$ cat config.mk
export PLATFORM = sky130hd
export DESIGN_NAME = lfu_cache_table
export DESIGN_NICKNAME = d
export VERILOG_FILES = /design/src/hdl/lfu_pkg.sv /design/src/hdl/lfu_cache_table.sv
export SDC_FILE = /design/constraint.sdc
export NUM_CORES = 1
export LEC_CHECK = 0
export BUFFER_PORTS_ARGS = -buffer_cell sky130_fd_sc_hd__buf_2
export CAP_MARGIN = 20
export CORE_MARGIN = 2
export CORE_UTILIZATION = 45
export CTS_CLUSTER_SIZE = 30
export DETAILED_ROUTE_END_ITERATION = 8
export GPL_ROUTABILITY_DRIVEN = 0
export SYNTH_ARGS = -nofsm -noshare
export SYNTH_HDL_FRONTEND = slang
export SYNTH_SLANG_ARGS = --single-unit
export TNS_END_PERCENT = 50
$ cat constraint.sdc
create_clock -name clk -period 6.4 [get_ports clk]
set_clock_uncertainty 0.05 [all_clocks]
set_input_delay 1.28 -clock clk [delete_from_list [all_inputs] [get_ports clk]]
set_output_delay 1.28 -clock clk [all_outputs]
set_load 0.02 [all_outputs]
$ cat src/hdl/lfu_pkg.sv
// Shared sizes and constants for the LFU cache table.
package lfu_pkg;

  // Table geometry
  localparam int CAPACITY    = 16;
  localparam int COUNT_WIDTH = 16;

  // Derived widths
  localparam int IDX_W  = (CAPACITY > 1) ? $clog2(CAPACITY) : 1;
  localparam int FILL_W = $clog2(CAPACITY + 1);

  // Fixed field widths
  localparam int CFG_W = 5;
  localparam int KEY_W = 32;
  localparam int VAL_W = 32;

  // Configuration reset value
  localparam logic [CFG_W-1:0] CAP_RESET = CFG_W'(16);

  // Operation codes
  localparam logic FUNC_PUT = 1'b0;
  localparam logic FUNC_GET = 1'b1;

endpackage

$ cat src/hdl/lfu_cache_table.sv
// Fully associative key/value table with LFU replacement and LRU tie-break.
// Sequence: entry scan over every entry, a decide step, an update step, then
//   the output load; the update step is skipped when no table update is
//   needed (get miss, put at zero capacity).
// A new input word is taken only once the last result word has loaded, so a
//   stalled result word holds off the next input.
// Reset (rst, synchronous): table empty, active_capacity back to 16,
//   no result pending.
module lfu_cache_table
  import lfu_pkg::*;
(
  input  logic             clk,
  input  logic             rst,
  // configuration write
  input  logic             cfg_valid,
  output logic             cfg_ready,
  input  logic [CFG_W-1:0] cfg_data,
  // input words
  input  logic             in_valid,
  output logic             in_stall,
  input  logic             func,
  input  logic [KEY_W-1:0] key,
  input  logic [VAL_W-1:0] value_in,
  // result words
  output logic             out_valid,
  input  logic             out_stall,
  output logic             hit,
  output logic [VAL_W-1:0] value_out,
  output logic             evicted
);

  typedef enum logic [2:0] {
    S_IDLE,
    S_SCAN,
    S_DECIDE,
    S_TOUCH,
    S_INSERT,
    S_DONE
  } state_t;

  state_t state;

  // Configuration
  logic [CFG_W-1:0] active_capacity;

  // Table storage
  logic [CAPACITY-1:0]    entry_valid;
  logic [KEY_W-1:0]       entry_key    [CAPACITY];
  logic [VAL_W-1:0]       entry_value  [CAPACITY];
  logic [COUNT_WIDTH-1:0] use_count    [CAPACITY];
  logic [IDX_W-1:0]       recency_rank [CAPACITY];
  logic [FILL_W-1:0]      fill_count;

  // Current operation
  logic             op_func;
  logic [KEY_W-1:0] op_key;
  logic [VAL_W-1:0] op_value;

  // Scan pointer and scan results
  logic                   [IDX_W-1:0] idx;
  logic                   hit_found;
  logic [IDX_W-1:0]       hit_idx;
  logic                   have_victim;
  logic [IDX_W-1:0]       vic_idx;
  logic [COUNT_WIDTH-1:0] best_cnt;
  logic [IDX_W-1:0]       best_rank;
  logic                   have_free;
  logic [IDX_W-1:0]       free_idx;

  // Pending result
  logic             r_hit;
  logic [VAL_W-1:0] r_value;
  logic             r_evicted;

  // Shared signals: entry fields and compares at the pointer idx, clamped capacity, output free
  logic                   cur_valid;
  logic [KEY_W-1:0]       cur_key;
  logic [COUNT_WIDTH-1:0] cur_cnt;
  logic [IDX_W-1:0]       cur_rank;
  logic                   key_match;
  logic                   better_victim;
  logic                   scan_last;
  logic [FILL_W-1:0]      cap_eff;
  logic                   out_free;

  assign cur_valid = entry_valid[idx];
  assign cur_key   = entry_key[idx];
  assign cur_cnt   = use_count[idx];
  assign cur_rank  = recency_rank[idx];
  assign key_match = cur_valid && (cur_key == op_key);
  assign better_victim = cur_valid &&
                         (!have_victim || (cur_cnt < best_cnt) ||
                          ((cur_cnt == best_cnt) && (cur_rank > best_rank)));
  assign scan_last = (idx == IDX_W'(CAPACITY - 1));
  assign out_free  = !out_valid || !out_stall;

  // Clamp capacity to the table size
  always_comb begin
    if (32'(active_capacity) > 32'(CAPACITY)) begin
      cap_eff = FILL_W'(CAPACITY);
    end else begin
      cap_eff = FILL_W'(active_capacity);
    end
  end

  assign in_stall  = (state != S_IDLE);
  assign cfg_ready = 1'b1;

  // Sequencer, table updates and registered outputs
  always_ff @(posedge clk) begin
    if (rst) begin
      state           <= S_IDLE;
      active_capacity <= CAP_RESET;
      entry_valid     <= '0;
      fill_count      <= '0;
      out_valid       <= 1'b0;
    end else begin
      // Take configuration writes
      if (cfg_valid && cfg_ready) begin
        active_capacity <= cfg_data;
      end

      // Drop the result word once taken, unless a new one loads now
      if (out_valid && !out_stall && (state != S_DONE)) begin
        out_valid <= 1'b0;
      end

      unique case (state)
        S_IDLE: begin
          if (in_valid) begin
            op_func     <= func;
            op_key      <= key;
            op_value    <= value_in;
            idx         <= '0;
            hit_found   <= 1'b0;
            have_victim <= 1'b0;
            have_free   <= 1'b0;
            r_hit       <= 1'b0;
            r_value     <= '0;
            r_evicted   <= 1'b0;
            state       <= S_SCAN;
          end
        end

        S_SCAN: begin
          // Look for key, victim and first free slot, one entry a cycle
          if (key_match && !hit_found) begin
            hit_found <= 1'b1;
            hit_idx   <= idx;
          end
          if (better_victim) begin
            have_victim <= 1'b1;
            vic_idx     <= idx;
            best_cnt    <= cur_cnt;
            best_rank   <= cur_rank;
          end
          if (!cur_valid && !have_free) begin
            have_free <= 1'b1;
            free_idx  <= idx;
          end
          if (scan_last) begin
            state <= S_DECIDE;
          end else begin
            idx <= idx + IDX_W'(1);
          end
        end

        S_DECIDE: begin
          priority if (op_func == FUNC_GET) begin
            if (hit_found) begin
              r_hit <= 1'b1;
              idx   <= hit_idx;
              state <= S_TOUCH;
            end else begin
              state <= S_DONE;
            end
          end else if (cap_eff == '0) begin
            state <= S_DONE;
          end else if (hit_found) begin
            r_hit <= 1'b1;
            idx   <= hit_idx;
            state <= S_TOUCH;
          end else if ((fill_count >= cap_eff) && have_victim) begin
            r_evicted <= 1'b1;
            idx       <= vic_idx;
            state     <= S_INSERT;
          end else if (have_free) begin
            idx   <= free_idx;
            state <= S_INSERT;
          end else begin
            state <= S_DONE;
          end
        end

        S_TOUCH: begin
          // Age the more recent entries, make this one most recent
          for (int i = 0; i < CAPACITY; i++) begin
            if (entry_valid[i] && (IDX_W'(i) != idx) && (recency_rank[i] < cur_rank)) begin
              recency_rank[i] <= recency_rank[i] + IDX_W'(1);
            end
          end
          recency_rank[idx] <= '0;
          if (cur_cnt != '1) begin
            use_count[idx] <= cur_cnt + COUNT_WIDTH'(1);
          end
          if (op_func == FUNC_GET) begin
            r_value <= entry_value[idx];
          end else begin
            entry_value[idx] <= op_value;
          end
          state <= S_DONE;
        end

        S_INSERT: begin
          // Entries older than the victim hold, all others age by one
          for (int i = 0; i < CAPACITY; i++) begin
            if (entry_valid[i] && (IDX_W'(i) != idx) &&
                !(r_evicted && (recency_rank[i] > best_rank))) begin
              recency_rank[i] <= recency_rank[i] + IDX_W'(1);
            end
          end
          entry_valid[idx]  <= 1'b1;
          entry_key[idx]    <= op_key;
          entry_value[idx]  <= op_value;
          use_count[idx]    <= COUNT_WIDTH'(1);
          recency_rank[idx] <= '0;
          if (!r_evicted) begin
            fill_count <= fill_count + FILL_W'(1);
          end
          state <= S_DONE;
        end

        S_DONE: begin
          // Load the result word when the output register is free
          if (out_free) begin
            out_valid <= 1'b1;
            hit       <= r_hit;
            value_out <= r_value;
            evicted   <= r_evicted;
            state     <= S_IDLE;
          end
        end

        default: begin
          state <= S_IDLE;
        end
      endcase
    end
  end

  // Fill count tracks the valid bits
  a_fill_matches_valid: assert property (@(posedge clk) disable iff (rst)
    32'(fill_count) == $countones(entry_valid))
    else $error("fill_count does not match number of valid entries");

  // Table never overfills
  a_fill_bound: assert property (@(posedge clk) disable iff (rst)
    32'(fill_count) <= CAPACITY)
    else $error("fill_count above table size");

  // An eviction result is always a put miss with zero value
  a_evict_result: assert property (@(posedge clk) disable iff (rst)
    (out_valid && evicted) |-> (!hit && (value_out == '0)))
    else $error("evicted result carries hit or value");

  // Accepting a word closes the input until the item finishes
  a_accept_busy: assert property (@(posedge clk) disable iff (rst)
    (in_valid && !in_stall) |=> in_stall)
    else $error("input accepted while previous item in flight");

endmodule

==> impl_metrics.yaml, run 1 <==
synth:
  yosysSeqAreaShare_pct: 72.2
  synthesis.nets: 3491
  netlist_instances: 3257
  synth_seq_cells: 1550
  synth_area_um2: 63100
  synth-edff-count: 1452
  async_reset_ff_share_pct: 0
  ys_types: 61
  ys_warn_count: 0
  yosys_most_used_dff: "edfxtp_1"
  synth_area_per_cell_um2: 19.4
clocking:
  cts_buffers: 162
  cts_tree: "yes"
  cts_resized: 0
  ctsHoldBuffers: 0
  cts_post_setup_buffers_inserted: 0
  clock-root-buffer: "clkbuf_16"
  cts.sinks: 1550
  clkLatencyLatePin_ns: 0.82
  clkSlewWorstSetupHoldPaths_ns: 0.06
  htree_num_levels: 4
  clockBufferDepth: 3
timing:
  drv_slew: 0
  grt_setup_unrepaired: "no"
  setup_viol: 0
  post-route-period-util_pct: 76.4
  clock.fmax_ghz: 0.204
  period_minus_slack_ns: 4.89
  tns_ns: 0
  finalHoldViolations: 0
  max_slew.worst_pin.slew_ns: 1.11
  slew_headroom_pct: 26.0
floorplan:
  die_x_um: 378
  io_pins: 112
  die_area_um2: 143000
  die_y_um: 378
  start_util_pct: 45.3
  coreArea_um2: 139000
  fp-row-count: 137
critical_path:
  critPathCaptureType: "flip-flop"
  crit_arrival_ns: 5.53
  startpoint_type: "flip-flop"
  crit_type: "flip-flop to flip-flop"
  crit_fanout: 31
  crit_required_ns: 7.04
pwr:
  peakVddDrop_mv: 0.264
  post-layout-total-power_mw: 27.8
  power.density_nw_per_um2: 388
  p_leak_nw: 23.4
route:
  via_count: 31300
  vias_per_cell: 5.68
  drtIter0Drc: 3146
  ant_nets: 0
  wl_um: 142000
  dr.pass1.iters: 5
  drc_errors: 0
  wl_per_cell_um: 25.7
placed_design:
  port_buffers: 110
  dp.cells: 5216
  placed_area_um2: 66500
  dp_hpwl_um: 83200
finish:
  final_cell_mix: "edfxtp_1, mux4_2, nor2_1, clkbuf_16, ha_1"
  nNetsFinal: 3743
  regArea_um2: 45600
  layout_commonest_cell: "edfxtp_1"
  multi_input_area_um2: 16900
  layout-drive-gt1-share_pct: 24.2
  final_cells: 5510
  fillers: 11100
  synthToLayoutAreaGrowth_pct: 13.5
  postLayoutCoreUtil_pct: 51.4
  final_cell_area_um2: 71600
worst_hold_path:
  hp-class: "flip-flop to flip-flop"
global_routing:
  grt.total_usage_pct: 20.1
  grt_pass1_wl_um: 210000
  grt_pass1_vias: 31300
  antenna_found_initial: 3
  grt.overflow.total: 0
  grt_start_max_net_pins: 57
outcome:
  status: "complete, no violations"
job:
  drv_cap: 0
-- metrics by stage --
stage / hold WS (ns) / setup slack [ns]
after global routing: 0.376 / 1.14
final: 0.360 / 1.51
after floorplan: 0.350 / 1.29
after CTS: 0.358 / 1.49
after detailed placement: 0.355 / 1.53
after global placement: 0.351 / 1.58
-- registers in the layout, indices dropped and copies added (netlist names), 3 cells and up, named ones only --
signal / cells
vic_idx: 4
active_capacity: 5
state: 3
op_value: 32
op_key: 32
hit_idx: 4
value_out: 32
idx: 4
entry_valid: 16
use_count: 256
entry_key: 512
recency_rank: 64
entry_value: 512
best_rank: 4
r_value: 32
free_idx: 4
fill_count: 5
best_cnt: 16
-- cells in the mapped netlist (3+ instances only) --
cell type	instances	area (um^2)
and3_1	3	18.8
ha_1	159	1990
nor3_1	12	60.1
buf_6	8	90.1
nand4_1	41	257
and2_1	7	43.8
a221oi_1	4	35.0
buf_2	56	280
buf_12	6	120
o211ai_1	3	22.5
mux4_2	353	7950
nor2b_1	66	413
nor3b_1	3	22.5
nor2_1	209	785
clkbuf_1	46	173
a21o_1	21	158
nand3b_1	4	30.0
a211oi_1	7	52.6
a21oi_1	66	330
xnor2_1	46	403
nand2b_1	23	144
nand2_1	116	435
inv_1	53	199
edfxtp_1	1452	43600
nand3_1	16	80.1
o22ai_1	5	31.3
xor2_1	58	508
a22o_1	3	26.3
o221ai_1	6	52.6
o21ai_0	90	450
buf_1	9	33.8
mux4_1	23	604
mux2_2	22	248
a22oi_1	7	52.6
buf_4	10	75.1
dfxtp_1	98	1960
o21a_1	4	30.0
or3_1	9	56.3
o41ai_1	18	158
mux2i_1	86	861
-- power breakdown --
group	total [mW]	switching (mW)	leakage, nW	internal [mW]
registers	12.6	0.574	13.9	12.0
logic	6.30	3.36	7.07	2.95
clock network	8.93	3.94	2.43	4.98
-- cell type report --
| class | count | area share, % |
|---|---|---|
| diodes | 1 | 0.00349 |
| clock buffers | 196 | 5.84 |
| clock inverters | 92 | 1.22 |
| inverters | 53 | 0.281 |
| multi-input cells | 1519 | 23.6 |
| flip-flops and latches | 1550 | 63.6 |
| well taps | 1876 | 3.28 |
| repair buffers | 223 | 2.17 |
-- layer usage --
layer	GRT usage, %	routed length (um)	vias to the layer above	part of all wire, %
li1	-	-	13700	-
met1	30.1	65000	16400	46
met2	30.7	65200	920	46
met3	3.48	8610	196	6.1
met4	5.37	2960	2	2.1
met5	0	7	-	0.0049
-- final timing paths --
path                         end       start  cells past startpoint  slack, ns
max          recency_rank[12][3]   flip-flop                     11       1.51
min                 value_out[1]  r_value[1]                      0       0.36
min reg2reg         value_out[1]  r_value[1]                      0       0.36
max reg2reg  recency_rank[12][3]   flip-flop                     11       1.51
-- cells by family (layout without fill, tap and decap cells) --
group	count (synthesis)	after routing	synth area share [%]
buf+inv	188	564	1.54
fa+ha+maj	159	159	3.15
other cells	1	2	0.00594
simple gates	521	521	3.89
flops	1550	1550	72.2
compound gates	250	250	2.46
mux	484	484	15.3
xor+xnor	104	104	1.44
-- worst max-delay path: stages (launching register included) --
cell     delay [ns]
dfxtp_4        0.79
buf_12         0.27
mux4_2         0.57
mux4_2         0.55
inv_1          0.62
ha_1           0.35
o21ai_0        0.19
a21oi_1        0.06
o41ai_1        0.83
nand4_1        0.21
xor2_1         0.17
nor2_1         0.05
Note: power is estimated with default switching activity, not from simulation.
==> run 2, diff against run 1 <==
==> constraint.sdc (replaced) <==
create_clock -name clk -period 4.9 [get_ports clk]
set_clock_uncertainty 0.05 [all_clocks]
set_input_delay 0.98 -clock clk [delete_from_list [all_inputs] [get_ports clk]]
set_output_delay 0.98 -clock clk [all_outputs]
set_load 0.02 [all_outputs]
==> impl_metrics.yaml, run 2 (synthesis results as in run 1) <==
outcome:
  status: "complete, no violations"
floorplan:
  die_x_um: 378
  coreArea_um2: 139000
  start_util_pct: 45.3
  io_pins: 112
  die_area_um2: 143000
  fp-row-count: 137
  die_y_um: 378
critical_path:
  crit_type: "flip-flop to flip-flop"
  crit_required_ns: 5.31
  cpPeakStageDelay_ns: 0.90
  cp_top_family: "multiplexers"
  crit_cells: 11
  cp_slowest_cell: "dfxtp_4"
  crit_fanout: 46
  startpoint_type: "flip-flop"
  reg2reg_depth: 11
  crit_arrival_ns: 4.67
  crit_buf_inv: 2
  critPathCaptureType: "flip-flop"
  worstPathCellList: "buf_4, mux4_2, mux4_2, ha_1, nand2_1, nor2_1, nand3_1, o221ai_1, o21ai_0, nor2_2, buf_4"
route:
  highest_layer: "met5"
  wl_um: 144000
  drtIter0Drc: 2979
  wl_met3_um: 8090
  wl_per_cell_um: 26.0
  wl_met2_um: 67900
  ant_nets: 0
  drc_errors: 0
  via_count: 31400
  m1WireLength_um: 65500
  vias_per_cell: 5.67
  dr.pass1.iters: 5
clocking:
  clkLatencyLatePin_ns: 0.79
  cts.sinks: 1550
  ctsHoldBuffers: 0
  clock-root-buffer: "clkbuf_16"
  clkSlewWorstSetupHoldPaths_ns: 0.06
  cts_resized: 0
  cts_buffers: 160
  cts_post_setup_buffers_inserted: 0
  cts_tree: "yes"
  htree_num_levels: 4
  clockBufferDepth: 3
finish:
  layout-drive-gt1-share_pct: 24.9
  layout_commonest_cell: "edfxtp_1"
  nNetsFinal: 3768
  reg_top3: "entry_key x512, entry_value x512, use_count x256"
  synthToLayoutAreaGrowth_pct: 14.5
  num_antenna_cells: 0
  final_cell_mix: "edfxtp_1, mux4_2, clkbuf_16, nor2_1, ha_1"
  fillers: 11000
timing:
  drv_slew: 0
  period_minus_slack_ns: 4.26
  hold_ws_ns: 0.312
  grt_setup_unrepaired: "no"
  finalHoldViolations: 0
  setup_viol: 0
  tns_ns: 0
  slew_headroom_pct: 27.4
  clock.fmax_ghz: 0.235
  max_slew.worst_pin.slew_ns: 1.09
  post-route-period-util_pct: 87.0
job:
  drv_cap: 0
global_routing:
  grt.total_usage_pct: 20.5
  grt.overflow.total: 0
  grt_start_max_net_pins: 71
  grt_pass1_vias: 32000
  grt_pass1_wl_um: 214000
  antenna_found_initial: 2
pwr:
  peakVddDrop_mv: 0.394
  power.density_nw_per_um2: 507
  p_leak_nw: 23.7
worst_hold_path:
  whs_path_depth: 1
  hp-class: "input pin to flip-flop"
placed_design:
  port_buffers: 110
  dp_hpwl_um: 79700
[run 2: path summary, 6_finish.rpt]
kind | start | endpoint | slack [ns]
setup / recovery | flip-flop | best_cnt[6] | 0.64
hold / removal | value_in[29] | op_value[29] | 0.31
setup reg to reg | flip-flop | best_cnt[6] | 0.64
hold reg to reg | r_value[19] | value_out[19] | 0.37
[run 2: cell type report]
class	instances	area (um^2)	area share (%)
timing repair buffer	250	2090	2.89
multi-input combinational	1519	16900	23.3
tap	1876	2350	3.25
clock inverter	94	950	1.31
clock buffer	199	4260	5.89
sequential	1550	45600	63.0
inverter	53	201	0.279
[run 2: power by group]
part | leakage, nW | switching (mW) | internal, mW | total (mW)
Combinational | 7.29 | 4.34 | 3.95 | 8.29
Clock | 2.52 | 5.07 | 6.89 | 12.0
Sequential | 13.9 | 0.728 | 15.7 | 16.4
[run 2: per-layer routing]
metal  vias up  global-route usage [%]
met4         4                    5.20
met5         -                       0
li1      13800                       -
met1     16600                    30.3
met3       188                    3.31
met2       884                    31.8
[run 2: stage by stage]
step           utilization [%]  cell area (um^2)  std cells  power (mW)  setup slack [ns]
6_report                  51.9             72300       5541        36.7             0.639
5_1_grt                   51.9             72300       5541        38.2             0.418
4_1_cts                   51.9             72300       5539        37.1             0.614
3_5_place_dp              48.1             67100       5246        25.1             0.654
3_3_place_gp              48.1             67100       5246        25.0             0.630
2_1_floorplan                -             63100       3257        22.6             0.113
